==> src/sv/imucrc_pkg.sv <==
`timescale 1ns / 1ps

package imucrc_pkg;

    localparam int DATA_WORDS = 11;
    localparam int WORD_W     = 16;
    localparam int POS_W      = 4;

    localparam logic [WORD_W-1:0] CRC_POLY = 16'h1021;
    localparam logic [WORD_W-1:0] CRC_INIT = 16'hFFFF;

    typedef logic [POS_W-1:0] pos_t;

    localparam pos_t POS_STATUS = pos_t'(0);
    localparam pos_t POS_FIRST  = pos_t'(1);
    localparam pos_t POS_LAST   = pos_t'(DATA_WORDS + 1);

    typedef struct packed {
        logic [WORD_W-1:0] word;
        logic              frame_start;
    } item_t;

    typedef struct packed {
        logic [WORD_W-1:0] status_word;
        logic [WORD_W-1:0] computed_crc;
        logic [WORD_W-1:0] received_crc;
        logic              crc_match;
    } result_t;

    // one byte, lsb first, reflected shift with the 0x1021 tap pattern
    function automatic logic [WORD_W-1:0] crc_byte(
        input logic [WORD_W-1:0] crc,
        input logic [7:0]        data
    );
        logic [WORD_W-1:0] c;
        c = crc;
        for (int k = 0; k < 8; k++)
        begin
            if (c[0] ^ data[k])
            begin
                c = (c >> 1) ^ CRC_POLY;
            end
            else
            begin
                c = c >> 1;
            end
        end
        return c;
    endfunction

    // low byte first, then high byte
    function automatic logic [WORD_W-1:0] crc_word(
        input logic [WORD_W-1:0] crc,
        input logic [WORD_W-1:0] data
    );
        return crc_byte(crc_byte(crc, data[7:0]), data[15:8]);
    endfunction

endpackage

==> src/sv/imu_burst_frame_crc_check_core.sv <==
`timescale 1ns / 1ps
// burst frame crc checker
// input channel: in_valid / in_stall with word and frame_start, one burst word per
// transfer: status word, then the data words, then the received crc word.
// frame_start forces a word to be taken as a status word; after a frame ends the
// next word is a status word anyway, so back-to-back frames need no flag.
// output channel: out_valid / out_stall, one result per frame carrying the status
// word, the complemented byte-swapped crc, the received crc and crc_match.
// throughput: one word per cycle while in_stall is low; the crc of a whole word is one combinational
// update between the input register and the crc register.
// result path: a crc word accepted into the input register has its result loaded into the
// output register when there is room, and the result transfers from there.
// stall: a result waits in the output register while out_stall is high; words
// still flow until the next crc word reaches the input register, then in_stall rises.
// reset: position returns to the status word, crc to its seed, both channels empty.
module imu_burst_frame_crc_check_core (
    input  logic        clk,
    input  logic        rst_n,
    input  logic        in_valid,
    output logic        in_stall,
    input  logic [15:0] word,
    input  logic        frame_start,
    output logic        out_valid,
    input  logic        out_stall,
    output logic [15:0] status_word,
    output logic [15:0] computed_crc,
    output logic [15:0] received_crc,
    output logic        crc_match
);

    imucrc_pkg::item_t   item;
    imucrc_pkg::item_t   held_item;
    imucrc_pkg::result_t res;
    imucrc_pkg::result_t res_out;
    logic                held_valid;
    logic                consume;
    logic                res_load;
    logic                out_space;

    assign item.word        = word;
    assign item.frame_start = frame_start;

    imucrc_in_reg u_in_reg (
        .clk        (clk),
        .rst_n      (rst_n),
        .in_valid   (in_valid),
        .in_stall   (in_stall),
        .item       (item),
        .consume    (consume),
        .held_valid (held_valid),
        .held_item  (held_item)
    );

    imucrc_frame u_frame (
        .clk        (clk),
        .rst_n      (rst_n),
        .held_valid (held_valid),
        .held_item  (held_item),
        .out_space  (out_space),
        .consume    (consume),
        .res_load   (res_load),
        .res        (res)
    );

    imucrc_out_reg u_out_reg (
        .clk       (clk),
        .rst_n     (rst_n),
        .res_load  (res_load),
        .res       (res),
        .out_space (out_space),
        .out_valid (out_valid),
        .out_stall (out_stall),
        .res_out   (res_out)
    );

    assign status_word  = res_out.status_word;
    assign computed_crc = res_out.computed_crc;
    assign received_crc = res_out.received_crc;
    assign crc_match    = res_out.crc_match;

endmodule

==> src/sv/imucrc_in_reg.sv <==
`timescale 1ns / 1ps

module imucrc_in_reg (
    input  logic                clk,
    input  logic                rst_n,
    input  logic                in_valid,
    output logic                in_stall,
    input  imucrc_pkg::item_t   item,
    input  logic                consume,
    output logic                held_valid,
    output imucrc_pkg::item_t   held_item
);

    logic              valid_reg;
    logic              valid_next;
    imucrc_pkg::item_t item_reg;
    logic              load;

    // the register takes a new transfer when empty or when its word is consumed
    assign load     = !valid_reg || consume;
    assign in_stall = !load;

    always_comb
    begin
        valid_next = valid_reg;
        if (load)
        begin
            valid_next = in_valid;
        end
    end

    always_ff @(posedge clk or negedge rst_n)
    begin
        if (!rst_n)
        begin
            valid_reg <= 1'b0;
        end
        else
        begin
            valid_reg <= valid_next;
        end
    end

    always_ff @(posedge clk)
    begin
        if (load && in_valid)
        begin
            item_reg <= item;
        end
    end

    assign held_valid = valid_reg;
    assign held_item  = item_reg;

endmodule

==> src/sv/imucrc_frame.sv <==
`timescale 1ns / 1ps

module imucrc_frame (
    input  logic                clk,
    input  logic                rst_n,
    input  logic                held_valid,
    input  imucrc_pkg::item_t   held_item,
    input  logic                out_space,
    output logic                consume,
    output logic                res_load,
    output imucrc_pkg::result_t res
);

    imucrc_pkg::pos_t                  pos_reg;
    imucrc_pkg::pos_t                  pos_next;
    logic [imucrc_pkg::WORD_W-1:0]     crc_reg;
    logic [imucrc_pkg::WORD_W-1:0]     crc_next;
    logic [imucrc_pkg::WORD_W-1:0]     status_reg;
    logic [imucrc_pkg::WORD_W-1:0]     status_next;
    logic [imucrc_pkg::WORD_W-1:0]     crc_inv;
    logic [imucrc_pkg::WORD_W-1:0]     crc_swapped;
    logic                              is_start;
    logic                              is_data;
    logic                              is_last;

    // a word at position zero opens a frame even without the flag
    assign is_start = held_item.frame_start || (pos_reg == imucrc_pkg::POS_STATUS);
    assign is_data  = !is_start && (pos_reg <= imucrc_pkg::pos_t'(imucrc_pkg::DATA_WORDS));
    assign is_last  = !is_start && !is_data;

    // only the crc word needs room at the output
    assign consume  = held_valid && (!is_last || out_space);
    assign res_load = consume && is_last;

    assign crc_inv     = ~crc_reg;
    assign crc_swapped = {crc_inv[7:0], crc_inv[15:8]};

    assign res.status_word  = status_reg;
    assign res.computed_crc = crc_swapped;
    assign res.received_crc = held_item.word;
    assign res.crc_match    = (crc_swapped == held_item.word);

    always_comb
    begin
        pos_next    = pos_reg;
        crc_next    = crc_reg;
        status_next = status_reg;
        if (consume)
        begin
            priority if (is_start)
            begin
                status_next = held_item.word;
                crc_next    = imucrc_pkg::CRC_INIT;
                pos_next    = imucrc_pkg::POS_FIRST;
            end
            else if (is_data)
            begin
                crc_next = imucrc_pkg::crc_word(crc_reg, held_item.word);
                pos_next = pos_reg + imucrc_pkg::pos_t'(1);
            end
            else
            begin
                crc_next = imucrc_pkg::CRC_INIT;
                pos_next = imucrc_pkg::POS_STATUS;
            end
        end
    end

    always_ff @(posedge clk or negedge rst_n)
    begin
        if (!rst_n)
        begin
            pos_reg    <= imucrc_pkg::POS_STATUS;
            crc_reg    <= imucrc_pkg::CRC_INIT;
            status_reg <= '0;
        end
        else
        begin
            pos_reg    <= pos_next;
            crc_reg    <= crc_next;
            status_reg <= status_next;
        end
    end

    a_last_rewinds: assert property (@(posedge clk) disable iff (!rst_n)
        res_load |=> (pos_reg == imucrc_pkg::POS_STATUS) && (crc_reg == imucrc_pkg::CRC_INIT))
        else $error("frame end did not rewind position and crc");

    a_start_seeds: assert property (@(posedge clk) disable iff (!rst_n)
        consume && is_start |=> (pos_reg == imucrc_pkg::POS_FIRST)
            && (crc_reg == imucrc_pkg::CRC_INIT))
        else $error("frame start did not seed position and crc");

    a_pos_bound: assert property (@(posedge clk) disable iff (!rst_n)
        pos_reg <= imucrc_pkg::POS_LAST)
        else $error("word position ran past the crc word");

    a_hold_reason: assert property (@(posedge clk) disable iff (!rst_n)
        held_valid && !consume |-> is_last && !out_space)
        else $error("held word blocked without a full output");

endmodule

==> src/sv/imucrc_out_reg.sv <==
`timescale 1ns / 1ps

module imucrc_out_reg (
    input  logic                clk,
    input  logic                rst_n,
    input  logic                res_load,
    input  imucrc_pkg::result_t res,
    output logic                out_space,
    output logic                out_valid,
    input  logic                out_stall,
    output imucrc_pkg::result_t res_out
);

    logic                valid_reg;
    logic                valid_next;
    imucrc_pkg::result_t res_reg;

    assign out_space = !valid_reg || !out_stall;

    always_comb
    begin
        valid_next = valid_reg;
        if (res_load)
        begin
            valid_next = 1'b1;
        end
        else if (!out_stall)
        begin
            valid_next = 1'b0;
        end
    end

    always_ff @(posedge clk or negedge rst_n)
    begin
        if (!rst_n)
        begin
            valid_reg <= 1'b0;
        end
        else
        begin
            valid_reg <= valid_next;
        end
    end

    always_ff @(posedge clk)
    begin
        if (res_load)
        begin
            res_reg <= res;
        end
    end

    assign out_valid = valid_reg;
    assign res_out   = res_reg;

endmodule

==> config.mk <==
export PLATFORM = sky130hd
export DESIGN_NAME = imu_burst_frame_crc_check_core
export DESIGN_NICKNAME = d
export VERILOG_FILES = /design/src/sv/imucrc_pkg.sv /design/src/sv/imu_burst_frame_crc_check_core.sv /design/src/sv/imucrc_in_reg.sv /design/src/sv/imucrc_frame.sv /design/src/sv/imucrc_out_reg.sv
export SDC_FILE = /design/constraint.sdc
export NUM_CORES = 1
export LEC_CHECK = 0
export ABC_CLOCK_PERIOD_IN_PS = 14500
export BUFFER_PORTS_ARGS = -buffer_cell sky130_fd_sc_hd__buf_2
export CAP_MARGIN = 20
export CORE_MARGIN = 3
export CORE_UTILIZATION = 40
export CTS_CLUSTER_SIZE = 20
export DETAILED_ROUTE_END_ITERATION = 10
export GPL_ROUTABILITY_DRIVEN = 0
export SLEW_MARGIN = 20
export SYNTH_ARGS = -nofsm -noshare
export SYNTH_HDL_FRONTEND = slang
export SYNTH_HIERARCHICAL = 1
export SYNTH_SLANG_ARGS = --single-unit
==> constraint.sdc <==
create_clock -name clk -period 14.5 [get_ports clk]
set_input_delay 2.9 -clock clk [delete_from_list [all_inputs] [get_ports clk]]
set_output_delay 2.9 -clock clk [all_outputs]
set_load 0.02 [all_outputs]
==> results of run 1 <==
==> path summary, 6_finish.rpt <==
path | from | endpoint | slack [ns] | cells past startpoint
worst max-delay path | out_stall | in_stall | 7.42 | 8
max in group asynchronous | rst_n | u_frame/status_reg[15] | 11.27 | 1
worst min register to register | u_frame/status_reg[2] | u_out_reg/res_out[35] | 0.45 | 0
worst max register to register | u_frame/crc_reg[0] | u_frame/crc_reg[4] | 11.56 | 7
min in group asynchronous | rst_n | u_frame/status_reg[8] | 2.64 | 1
worst min-delay path | u_frame/status_reg[2] | u_out_reg/res_out[35] | 0.45 | 0
==> synth_stat cells, types with 2 or more instances <==
cell / instances / area, µm²
a211oi_1: 3 / 22.5
a21oi_1: 5 / 25.0
a22oi_1: 6 / 45.0
and3_1: 2 / 12.5
buf_4: 18 / 135
clkbuf_1: 2 / 7.51
dfrtp_1: 22 / 551
dfstp_2: 14 / 368
edfxtp_1: 66 / 1980
ha_1: 2 / 25.0
inv_1: 18 / 67.6
mux2_2: 16 / 180
nand2_1: 5 / 18.8
nand2b_1: 2 / 12.5
nand3_1: 4 / 20.0
nor2_1: 4 / 15.0
nor3_1: 4 / 20.0
nor4_1: 2 / 12.5
o211ai_1: 5 / 37.5
o21ai_0: 3 / 15.0
o22ai_1: 2 / 12.5
xnor2_1: 34 / 298
xnor2_2: 4 / 65.1
xnor3_1: 4 / 90.1
xnor3_2: 2 / 47.6
xor2_1: 18 / 158
xor2_2: 2 / 32.5
==> power by group through the flow <==
stage	registers [mW]	logic, mW	clock network, mW
4_1_cts	0.401	0.729	0.191
3_3_place_gp	0.406	0.718	0
5_1_grt	0.406	0.801	0.205
3_5_place_dp	0.408	0.720	0
2_1_floorplan	0.398	0.621	0
6_report	0.401	0.725	0.183
==> area by class of cell <==
| type | instances | area, µm² | share of cell area |
|---|---|---|---|
| inverter | 19 | 71.3 | 0.0140 |
| clock buffer | 9 | 124 | 0.0244 |
| tap | 136 | 170 | 0.0335 |
| multi-input combinational | 146 | 1350 | 0.266 |
| timing repair buffer | 74 | 378 | 0.0744 |
| clock inverter | 7 | 82.6 | 0.0163 |
| sequential | 102 | 2900 | 0.571 |
==> kinds of logic after synthesis <==
family | synth area share
AND/OR/NAND/NOR | 0.0382
buffers and inverters | 0.0480
XOR/XNOR | 0.167
flip-flops | 0.651
multiplexers | 0.0404
adder cells (fa/ha/maj) | 0.00562
AO/OA/AOI/OAI | 0.0497
==> through the flow <==
stage,hold slack [ns],cells,worst slack (ns)
2_1_floorplan,0.419,287,7.26
3_3_place_gp,0.424,477,7.43
3_5_place_dp,0.429,477,7.42
4_1_cts,0.452,493,7.42
5_1_grt,0.451,493,7.30
6_report,0.449,493,7.42
==> metal layers <==
layer,track usage,vias to the layer above,wire length [µm]
met4,0.0381,0,84
met2,0.228,57,4050
met1,0.181,1169,3660
li1,-,1140,-
met3,0.0413,6,366
met5,0,-,0
==> results.sh, run 1 <==
export IMPL_status="complete, no violations"
export IMPL_crit_path_top_delay_cell="buf_4"
export IMPL_grt_total_usage=0.139
export IMPL_std_cell_rows=37
export IMPL_post_cts_resized=0
export IMPL_arrival_ns=4.18
export IMPL_yosysWarnings=6
export IMPL_hpwlAfterDp_um=5730
export IMPL_grt_max_degree=37
export IMPL_hp_class="register to register"
export IMPL_largest_reg_flops=49
export IMPL_path_max_fanout=15
export IMPL_final_max_slew_viol_count=0
export IMPL_vias_per_cell=4.81
export IMPL_antenna_found_initial=0
export IMPL_p_switching_uw=496
export IMPL_postCtsSetupRepairBufs=0
export IMPL_drt_pre_antenna_iters=4
export IMPL_fmax_mhz=141
export IMPL_antenna_cells=0
export IMPL_clock_power_share=0.140
export IMPL_ctsHoldBuffers=0
export IMPL_synth_cells=287
export IMPL_post_route_min_period_ns=7.08
export IMPL_syn_area_um2=4460
export IMPL_setup_viol=0
export IMPL_p_comb_frac=0.554
export IMPL_async_flop_share=0.353
export IMPL_fin_util=0.481
export IMPL_synth_area_per_cell_um2=15.5
export IMPL_grt_ovfl_total=0
export IMPL_setup_tns_ns=0
export IMPL_yosys_register_bits=102
export IMPL_finalHoldViolCount=0
export IMPL_tritoncts="yes"
export IMPL_ys_seq_area_frac=0.651
export IMPL_synth_edf_count=66
export IMPL_placed_cell_area_um2=4870
export IMPL_cp_cell_sequence="buf_2 > nand2_1 > o31ai_1 > buf_4 > clkinv_1 > nand2b_4 > inv_1 > buf_2"
export IMPL_core_um2=10600
export IMPL_cpLargestDelayFamily="buffers and inverters"
export IMPL_vdd_drop_max_uv=150
export IMPL_slowest_delay_ns=0.26
export IMPL_die_w_um=112
export IMPL_synth_nets=310
export IMPL_switching_share=0.379
export IMPL_maxCapViolCount=0
export IMPL_grt_pass1_vias=2534
export IMPL_portBuffers=71
export IMPL_cp_required_ns=11.60
export IMPL_yosysUniqueCellTypes=45
export IMPL_nFillCells=955
export IMPL_p_seq_frac=0.306
export IMPL_ios=72
export IMPL_root_buffer="clkbuf_8"
export IMPL_rsz0062_at_grt="false"
export IMPL_fp_dieArea_um2=12400
export IMPL_fin_skew_ns=0.00852
export IMPL_start_util=0.422
export IMPL_power_mw=1.31
export IMPL_h_tree_depth=3
export IMPL_drcViolationCount=0
export IMPL_drive_gt1_frac=0.373
export IMPL_fp_dieH_um=112
export IMPL_final_cell_mix="71 x buf_2, 66 x edfxtp_1, 34 x xnor2_1, 22 x dfrtp_1"
export IMPL_startpoint_type="input pin"
export IMPL_path_common_cell="buf_2"
export IMPL_stdcell_area_um2=5080
export IMPL_cts_clk_slew_worst_paths_ns=0.09
export IMPL_worst_slew_pin_slew_ns=1.06
export IMPL_internal_power_uw=814
export IMPL_layout_commonest_cell="buf_2"
export IMPL_worst_path_buf_inv=5
export IMPL_ant_nets=0
export IMPL_grt_pass1_wl_um=13300
export IMPL_max_slew_margin=0.296
export IMPL_powerDensity_nw_per_um2=258
export IMPL_numCtsBuffers=9
export IMPL_min_period_over_period=0.488
export IMPL_clk_path_buf_depth=2
export IMPL_syn2layout_area_growth_pct=13.9
export IMPL_wl_per_cell_um=16.6
export IMPL_drt_initial_drc_count=77
export IMPL_worstSkewPairLatency_ns=0.36
export IMPL_leakage_nw=2.05
export IMPL_synth_ff_type="edfxtp_1"
export IMPL_wl_um=8170
export IMPL_path_class="input pin to output pin"
export IMPL_vias=2372
export IMPL_clock_sinks=102
export IMPL_end_kind="output pin"
export IMPL_fin_nets=375
(Power assumes the default switching activity.)
==> run 2: changes to the inputs <==
ABC_CLOCK_PERIOD_IN_PS = 7000   (was 14500)
clock period = 7 ns   (was 14.5 ns; I/O delays follow)
==> results.sh, run 2 (synthesis gave the netlist of run 1 again) <==
export IMPL_path_class="input pin to output pin"
export IMPL_setup_viol=0
export IMPL_ant_nets=0
export IMPL_fin_skew_ns=0.00693
export IMPL_antenna_cells=0
export IMPL_vias_per_cell=4.85
export IMPL_vdd_drop_max_uv=403
export IMPL_root_buffer="clkbuf_8"
export IMPL_grt_total_usage=0.139
export IMPL_fp_dieH_um=112
export IMPL_status="complete, no violations"
export IMPL_antenna_found_initial=0
export IMPL_clk_path_buf_depth=2
export IMPL_hpwlAfterDp_um=5710
export IMPL_setup_tns_ns=0
export IMPL_numCtsBuffers=9
export IMPL_portBuffers=71
export IMPL_hp_class="register to register"
export IMPL_largest_reg_flops=49
export IMPL_fin_nets=375
export IMPL_wl_per_cell_um=16.6
export IMPL_postCtsSetupRepairBufs=0
export IMPL_wl_um=8210
export IMPL_clock_sinks=102
export IMPL_layout_commonest_cell="buf_2"
export IMPL_final_max_slew_viol_count=0
export IMPL_grt_pass1_vias=2605
export IMPL_worstSkewPairLatency_ns=0.36
export IMPL_post_cts_resized=0
export IMPL_grt_ovfl_total=0
export IMPL_start_util=0.422
export IMPL_startpoint_type="input pin"
export IMPL_ios=72
export IMPL_final_cell_mix="71 x buf_2, 66 x edfxtp_1, 34 x xnor2_1, 22 x dfrtp_1"
export IMPL_drt_initial_drc_count=93
export IMPL_powerDensity_nw_per_um2=544
export IMPL_post_place_ws_ns=2.89
export IMPL_h_tree_depth=3
export IMPL_fin_util=0.485
export IMPL_core_um2=10600
export IMPL_fp_dieArea_um2=12400
export IMPL_cts_clk_slew_worst_paths_ns=0.09
export IMPL_maxCapViolCount=0
export IMPL_arrival_ns=2.74
export IMPL_cp_required_ns=5.60
export IMPL_finalHoldViolCount=0
export IMPL_tritoncts="yes"
export IMPL_rsz0062_at_grt="false"
export IMPL_setup_ws_ns=2.86
export IMPL_grt_max_degree=37
export IMPL_grt_pass1_wl_um=13600
export IMPL_fmax_mhz=242
export IMPL_end_kind="output pin"
export IMPL_ctsHoldBuffers=0
export IMPL_max_slew_margin=0.403
export IMPL_std_cell_rows=37
export IMPL_die_w_um=112
export IMPL_drt_pre_antenna_iters=4
export IMPL_drcViolationCount=0
export IMPL_syn2layout_area_growth_pct=14.9
export IMPL_leakage_nw=2.07
export IMPL_path_max_fanout=15
export IMPL_min_period_over_period=0.591
export IMPL_drive_gt1_frac=0.373
export IMPL_post_route_min_period_ns=4.14
export IMPL_worst_slew_pin_slew_ns=0.895
export IMPL_vias=2393
## run 2: worst paths after layout
| check | from | to | slack [ns] | cells past startpoint |
|---|---|---|---|---|
| max | out_stall | in_stall | 2.86 | 8 |
| min | u_frame/status_reg[2] | u_out_reg/res_out[35] | 0.45 | 0 |
| max reg2reg | u_in_reg/held_item[3] | u_frame/crc_reg[4] | 4.05 | 7 |
| min reg2reg | u_frame/status_reg[2] | u_out_reg/res_out[35] | 0.45 | 0 |
| max in group asynchronous | rst_n | u_frame/status_reg[5] | 5.29 | 1 |
| min in group asynchronous | rst_n | u_frame/status_reg[8] | 1.15 | 1 |
## run 2: power by group
| group | internal (mW) | total, mW | leakage, nW | switching [mW] |
|---|---|---|---|---|
| Sequential | 0.765 | 0.831 | 1.01 | 0.0657 |
| Clock | 0.241 | 0.442 | 0.121 | 0.201 |
| Combinational | 0.749 | 1.51 | 0.930 | 0.762 |
| Total | 1.76 | 2.78 | 2.07 | 1.03 |
## run 2: layout make-up
class                   instances  area [µm²]
fillers                       947        5430
flip-flops and latches        102        2900
clock buffers                  10         128
clock inverters                 6         116
inverters                      19        71.3
multi-input cells             146        1360
repair buffers                 74         378
well taps                     136         170
## run 2: through the flow
step	hold slack, ns	total power, mW	instances	instance area [µm²]
after detailed placement	0.429	2.34	477	4870
after floorplan	0.419	2.11	287	4460
after global placement	0.424	2.33	477	4870
after CTS	0.452	2.81	493	5110
final	0.449	2.78	493	5120
after global routing	0.451	2.98	493	5120
## run 2: critical path, cell delays in order
cell	delay, ns
buf_2	0.09
nand2_1	0.05
o31ai_1	0.25
buf_4	0.27
clkinv_1	0.25
nand2b_4	0.22
inv_1	0.05
buf_2	0.15
## run 2: routing by layer
layer  global-route usage  vias up  share of wire
met5                    0        -              0
met4               0.0462        0         0.0095
met3               0.0370        8          0.043
met2                0.236       59           0.50
met1                0.175     1190           0.44
li1                     -     1136              -
